==> config.mk <==
export PLATFORM = sky130hd
export DESIGN_NAME = psl_ctrl
export DESIGN_NICKNAME = d
export VERILOG_FILES = /design/src/psl_pkg.sv /design/src/psl_ctrl.sv
export SDC_FILE = /design/constraint.sdc
export NUM_CORES = 1
export LEC_CHECK = 0
export ABC_CLOCK_PERIOD_IN_PS = 1700
export BUFFER_PORTS_ARGS = -buffer_cell sky130_fd_sc_hd__buf_2
export CORE_AREA = 2 2 39 41
export DETAILED_ROUTE_END_ITERATION = 8
export DIE_AREA = 0 0 41 43
export PLACE_DENSITY = 0.44
export SETUP_SLACK_MARGIN = 0.05
export SLEW_MARGIN = 20
export SYNTH_ARGS = -nofsm -noshare
export SYNTH_HDL_FRONTEND = slang
export SYNTH_SLANG_ARGS = --single-unit
==> constraint.sdc <==
create_clock -name clk_i -period 1.7 [get_ports clk_i]
set_input_delay 0.17 -clock clk_i [delete_from_list [all_inputs] [get_ports clk_i]]
set_output_delay 0.17 -clock clk_i [all_outputs]
set_load 0.005 [all_outputs]
==> src/psl_pkg.sv <==
// Package for the per-symbol position ledger: types, constants and op codes.
`timescale 1ns / 1ps
package psl_pkg;

  localparam int unsigned SymbolCount = 1024;
  localparam int unsigned SymW = 10;
  localparam int unsigned AddrW = (SymbolCount > 1) ? $clog2(SymbolCount) : 1;
  localparam int unsigned WordW = 64;
  localparam int unsigned EntryW = 6 * WordW;

  typedef enum logic [2:0] {
    OpFill   = 3'd0,
    OpAdd    = 3'd1,
    OpRemove = 3'd2,
    OpClear  = 3'd3,
    OpQuery  = 3'd4
  } op_e;

  typedef enum logic [1:0] {
    StOk       = 2'd0,
    StNoSymbol = 2'd1,
    StNegative = 2'd2,
    StZeroFill = 2'd3
  } status_e;

  typedef enum logic [2:0] {
    SInit,
    SIdle,
    SRead,
    SMul,
    SWrite,
    SProf,
    SOut
  } state_e;

  typedef struct packed {
    logic [WordW-1:0] net;
    logic [WordW-1:0] notional;
    logic [WordW-1:0] bought;
    logic [WordW-1:0] sold;
    logic [WordW-1:0] bid;
    logic [WordW-1:0] ask;
  } entry_t;

  // Controller to datapath.
  typedef struct packed {
    logic capture;   // latch the incoming item
    logic clr_wr;    // write zeros at the sweep address
    logic rd;        // read the entry of the latched item
    logic mul;       // register price times lots
    logic upd;       // compute and write back the entry, register net times mark
    logic prof;      // finish profit and exposure
    logic out_load;  // load the result register
  } ctrl_t;

  // Datapath to controller.
  typedef struct packed {
    logic clr_done;
    logic no_symbol;
  } stat_t;

endpackage

==> src/psl_ctrl.sv <==
// Controller state machine of the position ledger.
`timescale 1ns / 1ps
module psl_ctrl (
  input  logic           clk_i,
  input  logic           rst_ni,
  input  logic           in_valid_i,
  output logic           in_ready_o,
  output logic           out_valid_o,
  input  logic           out_ready_i,
  input  psl_pkg::stat_t stat_i,
  output psl_pkg::ctrl_t ctrl_o
);

  psl_pkg::state_e state_q, state_d;
  logic out_valid_q, out_valid_d;

  always_ff @(posedge clk_i or negedge rst_ni) begin
    if (!rst_ni) begin
      state_q     <= psl_pkg::SInit;
      out_valid_q <= 1'b0;
    end else begin
      state_q     <= state_d;
      out_valid_q <= out_valid_d;
    end
  end

  always_comb begin
    state_d = state_q;
    case (state_q)
      psl_pkg::SInit:  if (stat_i.clr_done) state_d = psl_pkg::SIdle;
      psl_pkg::SIdle:  if (in_valid_i) state_d = psl_pkg::SRead;
      psl_pkg::SRead:  state_d = stat_i.no_symbol ? psl_pkg::SOut : psl_pkg::SMul;
      psl_pkg::SMul:   state_d = psl_pkg::SWrite;
      psl_pkg::SWrite: state_d = psl_pkg::SProf;
      psl_pkg::SProf:  state_d = psl_pkg::SOut;
      psl_pkg::SOut:   if (!out_valid_q || out_ready_i) state_d = psl_pkg::SIdle;
      default:         state_d = psl_pkg::SInit;
    endcase
  end

  always_comb begin
    ctrl_o          = '0;
    in_ready_o      = 1'b0;
    out_valid_d     = out_valid_q && !out_ready_i;
    case (state_q)
      psl_pkg::SInit: ctrl_o.clr_wr = 1'b1;
      psl_pkg::SIdle: begin
        in_ready_o     = 1'b1;
        ctrl_o.capture = in_valid_i;
      end
      psl_pkg::SRead:  ctrl_o.rd = 1'b1;
      psl_pkg::SMul:   ctrl_o.mul = 1'b1;
      psl_pkg::SWrite: ctrl_o.upd = 1'b1;
      psl_pkg::SProf:  ctrl_o.prof = 1'b1;
      psl_pkg::SOut: begin
        if (!out_valid_q || out_ready_i) begin
          ctrl_o.out_load = 1'b1;
          out_valid_d     = 1'b1;
        end
      end
      default: ;
    endcase
  end

  assign out_valid_o = out_valid_q;

endmodule

==> Word level (Yosys, flattened, before mapping) <==
Index checks and enable logic that the tools add are counted.
{ "op_classes": {"eq_ne": 9, "n_reduce_logical": 6, "muxes": 16} }
{ "op_table": {"columns": ["operator", "count"], "rows": [
  ["$pmux W3 S7", 1],
  ["$mux W3", 4],
  ["$mux W1", 11],
  ["$eq A3 B3 Y1 const B", 3],
  ["$eq A3 B2 Y1 const B", 2],
  ["$ne A2 B2 Y1 const B", 3],
  ["$eq A3 B1 Y1 const B", 1],
  ["$logic_not A3 Y1", 1],
  ["$reduce_and A3 Y1", 1],
  ["$logic_not A1 Y1", 2],
  ["$logic_and A1 B1 Y1", 1],
  ["$logic_or A1 B1 Y1", 1]
]} }
{ "totals": {"output_inout_bits": 9, "wordCells": 33, "ff_bits": 4, "input_bits": 6} }

==> Logic depth before layout (Yosys ltp) <==
{ "depth": {"ltp_word": 4, "depth_mapped": 4, "depth_no_buf": 3} }

==> Worst setup path after synthesis <==
OpenSTA, ideal clock, no wires.
{ "synth_timing": {"path_kind": "flip-flop to flip-flop", "from": "register state_q[1]", "to": "register state_q[0]", "stages_incl_launch_ff": 5, "setup_ps": 133, "path_slack_ps": 641, "arrival_time_ps": 927, "period_less_slack_ps": 1059, "path_buffers": 1, "path_cell_list": "dfrtp_1 > buf_6 > or2_0 > a22oi_1 > o22ai_1"} }
{ "synth_between": {"elab_chain_len": 3, "word_cells_on_any_way": 12, "cone_classes": "9 x eq/ne; 1 x mux; 2 x reduce/logical"} }
{ "synth_lines": {"columns": ["item", "line", "source"], "rows": [
  ["from (decl)", "psl_ctrl.sv:14", "psl_pkg::state_e state_q, state_d;"],
  ["from (signal assigned)", "psl_ctrl.sv:19", "state_q <= psl_pkg::SInit;"],
  ["from (signal assigned)", "psl_ctrl.sv:22", "state_q <= state_d;"],
  ["$eq A3 B3 Y1, or another cell as far along", "psl_ctrl.sv:29", "case (state_q)"],
  ["$ne A2 B2 Y1 (no line)", null, null],
  ["$reduce_and A3 Y1 (no line)", null, null]
]} }
Several ways; a longest one is shown, not always the timed one.
A chain may end at the register's enable or synchronous reset.

==> metrics.csv <==
metric;value;unit
outcome;finished, final reports clean;
cap_violations;0;
grt_pass1_vias;229;
cts_buffers;3;
grt_pass1_wl;897;µm
synth-edff-count;0;
die_w;41;µm
hp-start;stat_i[1];
n_antenna_cell;0;
post-synth-top-area-fraction;37.7;%
hold_violations;0;
finalCritPeriodShare;81.6;%
clock_latency;0.23;ns
layout-area-overhead-vs-synth;38.2;%
htree_levels;1;
setup_violations;0;
final_max_slew_viol_count;0;
postSynthCellCount;32;
cts_tree;done;
whs_path_depth;3;
path_clk_slew;0.04;ns
core_region_area;1380;µm²
timing.setup.tns;0;ns
crit_arrival;1.22;ns
postRouteAntennaNets;0;
wl;603;µm
fin_crit;1.39;ns
wl_met2;280;µm
slowest_delay;0.50;ns
nFillCells;153;
yosysWarnings;0;
start_util;19.2;%
rows;14;
ioPinCount;15;
path_cells;nor3b_2, and2_1, buf_2;
min_path_type;input port to flip-flop;
grt_usage;7.66;%
drtPass1Iterations;2;
timing.slew.headroom;74.1;%
multi_input_area;140;µm²
max_freq;0.721;GHz
skew;0.00373;ns
met1_length;280;µm
p_leak;0.000196;µW
portBuffers;14;
place.gp.congestion;0.731;
synth_area;265;µm²
avgViaCountPerCell;4.35;
rsz0062_at_grt;no;
tightest_slew;0.389;ns
layout-drive-gt1-share;40.4;%
endpoint_kind;primary output;
p_total;650;µW
seq_area_frac_synth;37.7;%
fin_nets;55;
vdd_drop_max;585;µV
reg2reg_from;state_q[1]$_DFFE_PN0P_;
p_per_area;1770;nW/µm²
avgSynthCellArea;8.29;µm²
top_layer;met3;
r2r_cells;3;
worstSetupStartpointType;flip-flop;
via_count;274;
grt-ovfl-total;0;
wl_met3;42;µm
cts_sinks;4;
cp_slowest_cell;dfrtp_1;
synth_fp_nets;38;
cts-root-buf;clkbuf_4;
cts_resized;0;
fp.dieH;43;µm
cts_max_path_buffers;2;
ys_ff_latch;4;
async_reset_ff_share;100;%
worstReg2RegEnd;state_q[0]$_DFFE_PN0P_;
hold_end;state_q[0]$_DFFE_PN0P_;
critPathKind;flip-flop to primary output;
synth_top_area_cell;dfrtp_1;
cp.required;1.53;ns
drc;0;
ff_latch_area;100;µm²
grt_max_degree;13;
crit_fanout;11;
wl_per_cell;9.57;µm
r2r_slack;0.57;ns
yosysUniqueCellTypes;20;
dp_hpwl;441;µm
yosys-top-cells-area;dfrtp_1, o21ai_0, nor2_1;
die_area;1760;µm²
antenna_found_initial;0;
drt_iter0_drc;3;
ys.flop_type;dfrtp_1;
state kept, by name, indices dropped and copies added (netlist names):
| signal | flops |
|---|---|
| state_q | 3 |
| out_valid_o | 1 |
final cells by class:
type                    instances  area share, %
inverters                       1           1.02
well taps                      16           5.46
flip-flops and latches          4           27.3
multi-input cells              24           38.2
repair buffers                 15           21.8
clock buffers                   3           6.14
placed cells by master (no fill, tap or decap), types with 2 or more instances in the layout:
cell type,n
nand2b_1,2
nand2_1,2
nor2_1,4
dfrtp_1,4
clkbuf_4,3
o21ai_0,3
buf_2,14
nor3_1,2
metal layers:
layer,vias to the layer above,GRT usage (%)
met1,122,8.79
met2,10,11.6
met5,-,0
met4,0,4.00
li1,142,-
met3,0,3.14
worst max-delay path by stage:
stage	start	end	slack, ns	cells past startpoint
2_1_floorplan	state_q[1]$_DFFE_PN0P_	state_q[0]$_DFFE_PN0P_	0.64	4
3_3_place_gp	state_q[2]$_DFFE_PN0P_	state_q[0]$_DFFE_PN0P_	0.55	3
3_5_place_dp	state_q[1]$_DFFE_PN0P_	state_q[0]$_DFFE_PN0P_	0.56	3
4_1_cts	state_q[0]$_DFFE_PN0P_	ctrl_o[6]	0.31	3
5_1_grt	state_q[0]$_DFFE_PN0P_	ctrl_o[6]	0.23	3
6_report	state_q[0]$_DFFE_PN0P_	ctrl_o[6]	0.31	3
through the flow:
stage	hold WS, ns	cell area, µm²	std cells	util [%]	setup slack [ns]
floorplan	-0.126	265	32	-	0.641
global placement	-0.0211	334	59	24.1	0.548
detailed placement	-0.0225	334	59	24.1	0.563
CTS	0.268	367	63	26.5	0.312
global route	0.281	367	63	26.5	0.231
finish	0.259	367	63	26.5	0.313
where the power goes:
group	switching, µW	leakage [µW]	total (µW)	internal (µW)
Clock	36.8	0.0000138	116	78.8
Combinational	130	0.000133	281	151
Sequential	110	0.0000488	254	144
repair_timing:
item | in CTS | in global routing
hold endpoints to repair | 4 | 0
setup buffers | 0 | 0
hold buffers | 1 | 0
endpoints found under the setup margin | 0 | 0
logic make-up after synthesis:
| group | share of synthesized area (%) |
|---|---|
| flops | 37.7 |
| compound gates | 24.1 |
| buf+inv | 9.43 |
| simple gates | 28.8 |
synthesized netlist by cell type, types with 2 or more instances:
cell type / count
nor2_1: 4
nor3_1: 2
buf_2: 2
nand2_1: 2
dfrtp_1: 4
nand2b_1: 2
o21ai_0: 3
critical path: cells and delay by family, from the launching register on:
family,cells,cell delay [ns]
buffers and inverters,1,0.10
AND/OR/NAND/NOR,2,0.38
flip-flops,1,0.50
No activity file was read; power rests on OpenSTA's default activity.
